[src/hdl/mrfr_pkg.sv]
// shared types, codes and the crc-16/modbus byte step of the frame receiver
`timescale 1ns / 1ps

package mrfr_pkg;

	localparam int BUFFER_DEPTH_DEF = 256;
	localparam logic [15:0] TIMEOUT_RESET = 16'd5;
	localparam logic [15:0] CRC_INIT = 16'hFFFF;
	localparam logic [15:0] CRC_POLY = 16'hA001;
	localparam logic [15:0] SILENCE_MAX = 16'hFFFF;
	localparam logic [8:0] MIN_FRAME_LEN = 9'd3;

	typedef enum logic [1:0] {
		ACT_BYTE  = 2'd0,
		ACT_TICK  = 2'd1,
		ACT_CLEAR = 2'd2,
		ACT_READ  = 2'd3
	} action_t;

	typedef enum logic [1:0] {
		EV_NONE     = 2'd0,
		EV_GOOD     = 2'd1,
		EV_CRC_FAIL = 2'd2
	} event_t;

	// memory access strobes from the control path to the frame store
	typedef struct packed {
		logic wr_en;
		logic rd_en;
	} store_ctl_t;

	// fold one byte into the reflected crc, one bit per step
	function automatic logic [15:0] crc_absorb(input logic [15:0] crc, input logic [7:0] b);
		logic [15:0] c;
		c = crc ^ {8'h00, b};
		for (int i = 0; i < 8; i++) begin
			if (c[0]) begin
				c = (c >> 1) ^ CRC_POLY;
			end else begin
				c = c >> 1;
			end
		end
		return c;
	endfunction

endpackage

[src/hdl/mrfr_store.sv]
// frame byte store: one write port, one read port with registered data
`timescale 1ns / 1ps

module mrfr_store #(
	parameter int BUFFER_DEPTH = mrfr_pkg::BUFFER_DEPTH_DEF,
	localparam int AW = (BUFFER_DEPTH > 1) ? $clog2(BUFFER_DEPTH) : 1
) (
	input  logic                 clk,
	input  mrfr_pkg::store_ctl_t store_ctl,
	input  logic [AW-1:0]        wr_addr,
	input  logic [7:0]           wr_data,
	input  logic [AW-1:0]        rd_addr,
	output logic [7:0]           rd_data
);

	logic [7:0] mem_q [BUFFER_DEPTH];
	logic [7:0] rd_data_q;

	// write port
	always_ff @(posedge clk) begin
		if (store_ctl.wr_en) begin
			mem_q[wr_addr] <= wr_data;
		end
	end

	// read port, data held until the next read
	always_ff @(posedge clk) begin
		if (store_ctl.rd_en) begin
			rd_data_q <= mem_q[rd_addr];
		end
	end

	assign rd_data = rd_data_q;

endmodule

[src/hdl/mrfr_ctrl.sv]
// frame state, crc, silence timing and the result register of the receiver
`timescale 1ns / 1ps

module mrfr_ctrl #(
	parameter int BUFFER_DEPTH = mrfr_pkg::BUFFER_DEPTH_DEF,
	localparam int AW = (BUFFER_DEPTH > 1) ? $clog2(BUFFER_DEPTH) : 1
) (
	input  logic                 clk,
	input  logic                 arst_n,
	input  logic                 cfg_wr_en,
	input  logic [15:0]          cfg_wr_data,
	input  logic                 in_valid,
	output logic                 in_ready,
	input  logic [1:0]           action,
	input  logic [7:0]           data_byte,
	input  logic [7:0]           read_index,
	output logic                 out_valid,
	input  logic                 out_ready,
	output logic [1:0]           frame_event,
	output logic                 frame_held,
	output logic [8:0]           frame_length,
	output logic [7:0]           read_data,
	output mrfr_pkg::store_ctl_t store_ctl,
	output logic [AW-1:0]        wr_addr,
	output logic [7:0]           wr_data,
	output logic [AW-1:0]        rd_addr,
	input  logic [7:0]           rd_data
);

	localparam logic [8:0] DEPTH = 9'(BUFFER_DEPTH);

	logic [15:0]      timeout_q;
	logic [8:0]       fill_q;
	logic             ready_q;
	logic [15:0]      silence_q;
	logic [15:0]      crc_q;
	logic             out_valid_s1;
	mrfr_pkg::event_t event_s1;
	logic             rd_sel_s1;

	logic             accept;
	logic [8:0]       fill_nxt;
	logic             ready_nxt;
	logic [15:0]      silence_nxt;
	logic [15:0]      crc_nxt;
	mrfr_pkg::event_t event_nxt;
	logic             rd_sel_nxt;
	logic [15:0]      silence_inc;

	// result register frees or drains in the same cycle
	assign in_ready = !out_valid_s1 || out_ready;
	assign accept = in_valid && in_ready;

	assign silence_inc = (silence_q == mrfr_pkg::SILENCE_MAX) ? silence_q : silence_q + 16'd1;

	// next frame state for the incoming transaction
	always_comb begin
		fill_nxt = fill_q;
		ready_nxt = ready_q;
		silence_nxt = silence_q;
		crc_nxt = crc_q;
		event_nxt = mrfr_pkg::EV_NONE;
		rd_sel_nxt = 1'b0;
		store_ctl = '0;
		case (mrfr_pkg::action_t'(action))
			mrfr_pkg::ACT_BYTE: begin
				if (fill_q >= DEPTH) begin
					// overflow drops the frame and the byte
					fill_nxt = '0;
					ready_nxt = 1'b0;
					crc_nxt = mrfr_pkg::CRC_INIT;
				end else begin
					store_ctl.wr_en = accept;
					fill_nxt = fill_q + 9'd1;
					crc_nxt = mrfr_pkg::crc_absorb(crc_q, data_byte);
					silence_nxt = '0;
				end
			end
			mrfr_pkg::ACT_TICK: begin
				silence_nxt = silence_inc;
				if (fill_q != '0 && !ready_q && silence_inc >= timeout_q) begin
					if (fill_q >= mrfr_pkg::MIN_FRAME_LEN && crc_q == '0) begin
						ready_nxt = 1'b1;
						event_nxt = mrfr_pkg::EV_GOOD;
					end else begin
						fill_nxt = '0;
						ready_nxt = 1'b0;
						crc_nxt = mrfr_pkg::CRC_INIT;
						event_nxt = mrfr_pkg::EV_CRC_FAIL;
					end
				end
			end
			mrfr_pkg::ACT_CLEAR: begin
				fill_nxt = '0;
				ready_nxt = 1'b0;
				crc_nxt = mrfr_pkg::CRC_INIT;
			end
			mrfr_pkg::ACT_READ: begin
				if ({1'b0, read_index} < DEPTH) begin
					rd_sel_nxt = 1'b1;
					store_ctl.rd_en = accept;
				end
			end
			default: begin
				fill_nxt = fill_q;
			end
		endcase
	end

	assign wr_addr = fill_q[AW-1:0];
	assign wr_data = data_byte;
	assign rd_addr = read_index[AW-1:0];

	// timeout register
	always_ff @(posedge clk or negedge arst_n) begin
		if (!arst_n) begin
			timeout_q <= mrfr_pkg::TIMEOUT_RESET;
		end else if (cfg_wr_en) begin
			timeout_q <= cfg_wr_data;
		end
	end

	// frame state and result register move together on a transaction
	always_ff @(posedge clk or negedge arst_n) begin
		if (!arst_n) begin
			fill_q <= '0;
			ready_q <= 1'b0;
			silence_q <= '0;
			crc_q <= mrfr_pkg::CRC_INIT;
			out_valid_s1 <= 1'b0;
			event_s1 <= mrfr_pkg::EV_NONE;
			rd_sel_s1 <= 1'b0;
		end else begin
			if (accept) begin
				fill_q <= fill_nxt;
				ready_q <= ready_nxt;
				silence_q <= silence_nxt;
				crc_q <= crc_nxt;
				event_s1 <= event_nxt;
				rd_sel_s1 <= rd_sel_nxt;
				out_valid_s1 <= 1'b1;
			end else if (out_ready) begin
				out_valid_s1 <= 1'b0;
			end
		end
	end

	// results; ready and length are the state just loaded
	assign out_valid = out_valid_s1;
	assign frame_event = event_s1;
	assign frame_held = ready_q;
	assign frame_length = fill_q;
	assign read_data = rd_sel_s1 ? rd_data : 8'h00;

endmodule

[src/hdl/modbus_rtu_frame_receiver_top.sv]
// modbus rtu frame receiver with running crc-16/modbus check
//
//  channel  | handshake             | payload
//  ---------+-----------------------+-----------------------------------------------
//  input    | in_valid / in_ready   | action, data_byte, read_index
//  result   | out_valid / out_ready | frame_event, frame_held, frame_length, read_data
//  config   | cfg_wr_en             | cfg_wr_data (timeout_ticks)
//
// one transaction per cycle while in_ready is high; each result appears in the cycle after its transaction
// the frame store read is synchronous and is registered at the same edge as the result
// in_ready drops only while a result waits and out_ready is low
// reset clears length, ready flag and silence, loads crc 0xFFFF and timeout 5
// store contents are not cleared; stale bytes remain readable
`timescale 1ns / 1ps

module modbus_rtu_frame_receiver_top #(
	parameter int BUFFER_DEPTH = mrfr_pkg::BUFFER_DEPTH_DEF,
	localparam int AW = (BUFFER_DEPTH > 1) ? $clog2(BUFFER_DEPTH) : 1
) (
	input  logic        clk,
	input  logic        arst_n,
	input  logic        cfg_wr_en,
	input  logic [15:0] cfg_wr_data,
	input  logic        in_valid,
	output logic        in_ready,
	input  logic [1:0]  action,
	input  logic [7:0]  data_byte,
	input  logic [7:0]  read_index,
	output logic        out_valid,
	input  logic        out_ready,
	output logic [1:0]  frame_event,
	output logic        frame_held,
	output logic [8:0]  frame_length,
	output logic [7:0]  read_data
);

	mrfr_pkg::store_ctl_t store_ctl;
	logic [AW-1:0]        wr_addr;
	logic [7:0]           wr_data;
	logic [AW-1:0]        rd_addr;
	logic [7:0]           rd_data;

	// frame state and sequencing
	mrfr_ctrl #(
		.BUFFER_DEPTH(BUFFER_DEPTH)
	) u_ctrl (
		.clk          (clk),
		.arst_n       (arst_n),
		.cfg_wr_en    (cfg_wr_en),
		.cfg_wr_data  (cfg_wr_data),
		.in_valid     (in_valid),
		.in_ready     (in_ready),
		.action       (action),
		.data_byte    (data_byte),
		.read_index   (read_index),
		.out_valid    (out_valid),
		.out_ready    (out_ready),
		.frame_event  (frame_event),
		.frame_held   (frame_held),
		.frame_length (frame_length),
		.read_data    (read_data),
		.store_ctl    (store_ctl),
		.wr_addr      (wr_addr),
		.wr_data      (wr_data),
		.rd_addr      (rd_addr),
		.rd_data      (rd_data)
	);

	// frame byte memory
	mrfr_store #(
		.BUFFER_DEPTH(BUFFER_DEPTH)
	) u_store (
		.clk       (clk),
		.store_ctl (store_ctl),
		.wr_addr   (wr_addr),
		.wr_data   (wr_data),
		.rd_addr   (rd_addr),
		.rd_data   (rd_data)
	);

endmodule

[config.mk]
export PLATFORM = sky130hd
export DESIGN_NAME = modbus_rtu_frame_receiver_top
export DESIGN_NICKNAME = d
export VERILOG_FILES = /design/src/hdl/mrfr_pkg.sv /design/src/hdl/mrfr_store.sv /design/src/hdl/mrfr_ctrl.sv /design/src/hdl/modbus_rtu_frame_receiver_top.sv
export SDC_FILE = /design/constraint.sdc
export NUM_CORES = 2
export LEC_CHECK = 0
export BUFFER_PORTS_ARGS = -buffer_cell sky130_fd_sc_hd__buf_2
export CAP_MARGIN = 10
export CORE_ASPECT_RATIO = 0.7
export CORE_MARGIN = 10
export CORE_UTILIZATION = 55
export DETAILED_ROUTE_END_ITERATION = 10
export PLACE_DENSITY = 0.82
export SLEW_MARGIN = 20
export SYNTH_ARGS = -nofsm -noshare
export SYNTH_HDL_FRONTEND = slang
export SYNTH_HIERARCHICAL = 1
export SYNTH_SLANG_ARGS = --single-unit
[constraint.sdc]
create_clock -name clk -period 4.9 [get_ports clk]
set_input_delay 0.49 -clock clk [delete_from_list [all_inputs] [get_ports clk]]
set_output_delay 0.49 -clock clk [all_outputs]
set_load 0.01 [all_outputs]
==> results.cfg <==
[sta]
fin_crit_ns = 4.06
fmax_mhz = 246
worst_slew_pin_slew_ns = 1.21
slew_headroom_pct = 19.0
finalSetupViolations = 0
whs_ns = 0.0267
final.period_utilization_pct = 83.0
finClkSkew_ns = 0.0259
tns_ns = 0
layout_setup_ws_ns = 0.835
maxSlewViolCount = 0
hold_viol = 0
rsz0062_at_grt = false

[synth]
synth_edf_count = 2056
synth_ff_type = edfxtp_1
synth_area_mm2 = 0.0835
ys_async_sr_fraction_pct = 2.93
syn_inst = 4170
synth_cell_types = 71
ys_ff_latch = 2118
synth_area_per_cell_um2 = 20.0
yosysSeqAreaShare_pct = 75.8
syn_nets = 4231
synth_warnings = 6

[pwr]
seqPwrFrac_pct = 55.2
combPwrFrac_pct = 6.3
ir_drop_mv = 0.419
clkPwrFrac_pct = 38.5
p_leak_nw = 28.8
power.density_mw_per_mm2 = 396
p_sw_mw = 8.10
p_int_mw = 28.2
power_switching_share_pct = 22.3

[worst_hold_path]
hp-class = in -> reg
min_path_cells = 3

[floorplanning]
rows = 119
die_h_um = 346
start_util_pct = 55.4
die_w_um = 486
die_area_mm2 = 0.168
num_io_pins = 61
core_region_area_mm2 = 0.151

[finish]
fin_nets = 4353
final_cell_mix = 2056 x edfxtp_1, 454 x mux4_2, 313 x nor2_1
utilization_pct = 60.9
nFillCells = 9630
final_common_cell = edfxtp_1
multi_input_area_mm2 = 0.0185
seq_area_mm2 = 0.0633
area_growth_pct = 9.89
drive_gt1_share_pct = 21.6

[critical_path]
path_buf_inv = 1
arrival_ns = 4.74
ff2ff_path_depth = 13
path_cells = ha_1 -> and2_1 -> nand4_1 -> nor2_1 -> mux2_2 -> ha_1 -> a211oi_1 -> o211ai_1 -> a311oi_1 -> o31a_1 -> buf_4 -> nand2b_4 -> o21ai_0
end_kind = flop
cpMostUsedCell = ha_1
cpPeakStageDelay_ns = 0.50
critPathTopFamily = compound AO/OA/AOI/OAI gates
cp-start-kind = flop
cp.depth = 13
required_ns = 5.58
worstSetupPathType = reg -> reg
cp_slowest_cell = a311oi_1
cp_max_fo = 26

[clock_tree]
clockBufferDepth = 3
cts_sinks = 2118
cts_tree = yes
postCtsSetupRepairBufs = 0
clk_latency_ns = 0.83
cts_resized = 0
cts_buffers = 177
cts.clk_slew.worst_paths_ns = 0.07
ctsRootBufferMaster = clkbuf_16
h-tree-depth = 4

[detailed_routing]
dr.pass1.iters = 10
drt_iter0_markers = 8247
finalWirelength_um = 221000
vias = 45800
ant_nets = 0
drc_errors = 0
vias_per_cell = 7.10
wl_per_cell_um = 34.3

[global_route]
grt_pass1_wl_um = 320000
grt_pass1_vias = 44400
grt-ovfl-total = 0
antenna_found_initial = 18
grt_max_degree = 155
grt_usage_pct = 25.8

[placement]
pre_cts_ws_ns = 0.832
dpl.hpwl_um = 129000
port-buffer-count = 60
place_congestion = 0.918

[run_status]
outcome = finished clean

[run]
drv_cap = 0
==> layout make-up <==
| cell class | count | share of cell area (%) |
|---|---|---|
| antenna | 15 | 0.0409 |
| clock buffer | 210 | 5.07 |
| clock inverter | 115 | 1.02 |
| inverter | 25 | 0.102 |
| multi-input combinational | 1757 | 20.1 |
| sequential | 2118 | 69.0 |
| tap | 1996 | 2.72 |
| timing repair buffer | 213 | 1.94 |
==> through the flow <==
stage | instances | power, mW | area, um2
after detailed placement | 6090 | 22.6 | 85900
after floorplan | 4170 | 21.9 | 83500
final | 6449 | 36.3 | 91800
after global placement | 6090 | 22.5 | 85900
after global routing | 6436 | 37.2 | 91800
after CTS | 6433 | 36.3 | 91700
==> flip-flops by register name, indices dropped and copies added, names as in the netlist <==
register,cells
u_ctrl/crc_q,16
u_ctrl/frame_event,2
u_ctrl/frame_held,1
u_ctrl/frame_length,9
u_ctrl/out_valid,1
u_ctrl/rd_sel_s1,1
u_ctrl/silence_q,16
u_ctrl/timeout_q,16
u_store/mem_q,2048
u_store/rd_data,8
==> routing by layer <==
metal | part of all wire (%) | global-route usage [%]
met4 | 4.7 | 9.58
met5 | 0.044 | 0
met1 | 34 | 35.6
met3 | 17 | 10.2
met2 | 44 | 37.3
==> path summary, 6_finish.rpt <==
path | from | to | slack, ns
min reg2reg | u_ctrl/crc_q[2]$_DFFE_PN1P_ | u_ctrl/crc_q[2]$_DFFE_PN1P_ | 0.49
max reg2reg | u_ctrl/silence_q[0]$_DFFE_PN0P_ | u_ctrl/frame_length[0]$_DFFE_PN0P_ | 0.84
max in group asynchronous | arst_n | u_ctrl/silence_q[9]$_DFFE_PN0P_ | 3.98
min in group asynchronous | arst_n | u_ctrl/silence_q[3]$_DFFE_PN0P_ | 0.40
min | out_ready | u_ctrl/out_valid$_DFFE_PN0P_ | 0.03
max | u_ctrl/silence_q[0]$_DFFE_PN0P_ | u_ctrl/frame_length[0]$_DFFE_PN0P_ | 0.84
==> power groups by stage <==
| stage | combinational, mW | sequential (mW) | clock [mW] |
|---|---|---|---|
| 3_5_place_dp | 2.15 | 20.5 | 0 |
| 4_1_cts | 2.20 | 20.1 | 14.0 |
| 6_report | 2.28 | 20.1 | 14.0 |
| 5_1_grt | 2.36 | 20.1 | 14.7 |
| 3_3_place_gp | 2.09 | 20.5 | 0 |
| 2_1_floorplan | 1.45 | 20.4 | 0 |
==> worst reg2reg max path, cell delays in order (launching register included) <==
cell and delay (ns):
dfrtp_1 0.41, ha_1 0.22, and2_1 0.20, nand4_1 0.20
nor2_1 0.42, mux2_2 0.40, ha_1 0.28, a211oi_1 0.33
o211ai_1 0.16, a311oi_1 0.50, o31a_1 0.25, buf_4 0.27
nand2b_4 0.23, o21ai_0 0.09
==> cell usage after synthesis (all sizes together) (6+ instances only) <==
library cell,n,area (um2)
a211oi,18,135
a21o,8,60.1
a21oi,116,584
a221oi,14,129
a22o,14,123
a22oi,133,998
and2,15,93.8
and3,9,56.3
buf,150,1240
clkbuf,120,450
dfrtp,44,1100
dfstp,18,473
edfxtp,2056,61700
ha,22,275
inv,24,90.1
mux2i,135,1350
mux4,456,10300
nand2,84,315
nand2b,21,139
nand3,40,200
nand4,19,119
nor2,316,1190
nor2b,31,194
nor3,25,125
nor4,32,234
o211ai,12,90.1
o21ai,70,350
o221ai,47,418
o22ai,28,175
or2,6,37.5
xnor2,21,184
xor2,11,96.3
==> timing repair <==
item                                   4_1_cts  5_1_grt
hold buffers                                18        0
setup endpoints to repair                    0        0
endpoints found under the hold margin       63        0
==> logic make-up after synthesis <==
| group | Yosys count | synth area share (%) |
|---|---|---|
| AOI/OAI and AO/OA | 495 | 4.02 |
| and+or+nand+nor | 611 | 3.36 |
| adders and majority gates | 22 | 0.330 |
| muxes | 596 | 14.0 |
| buffers and inverters | 295 | 2.14 |
| xor gates and xnor gates | 33 | 0.362 |
| DFF | 2118 | 75.8 |
(Power assumes the default switching activity.)
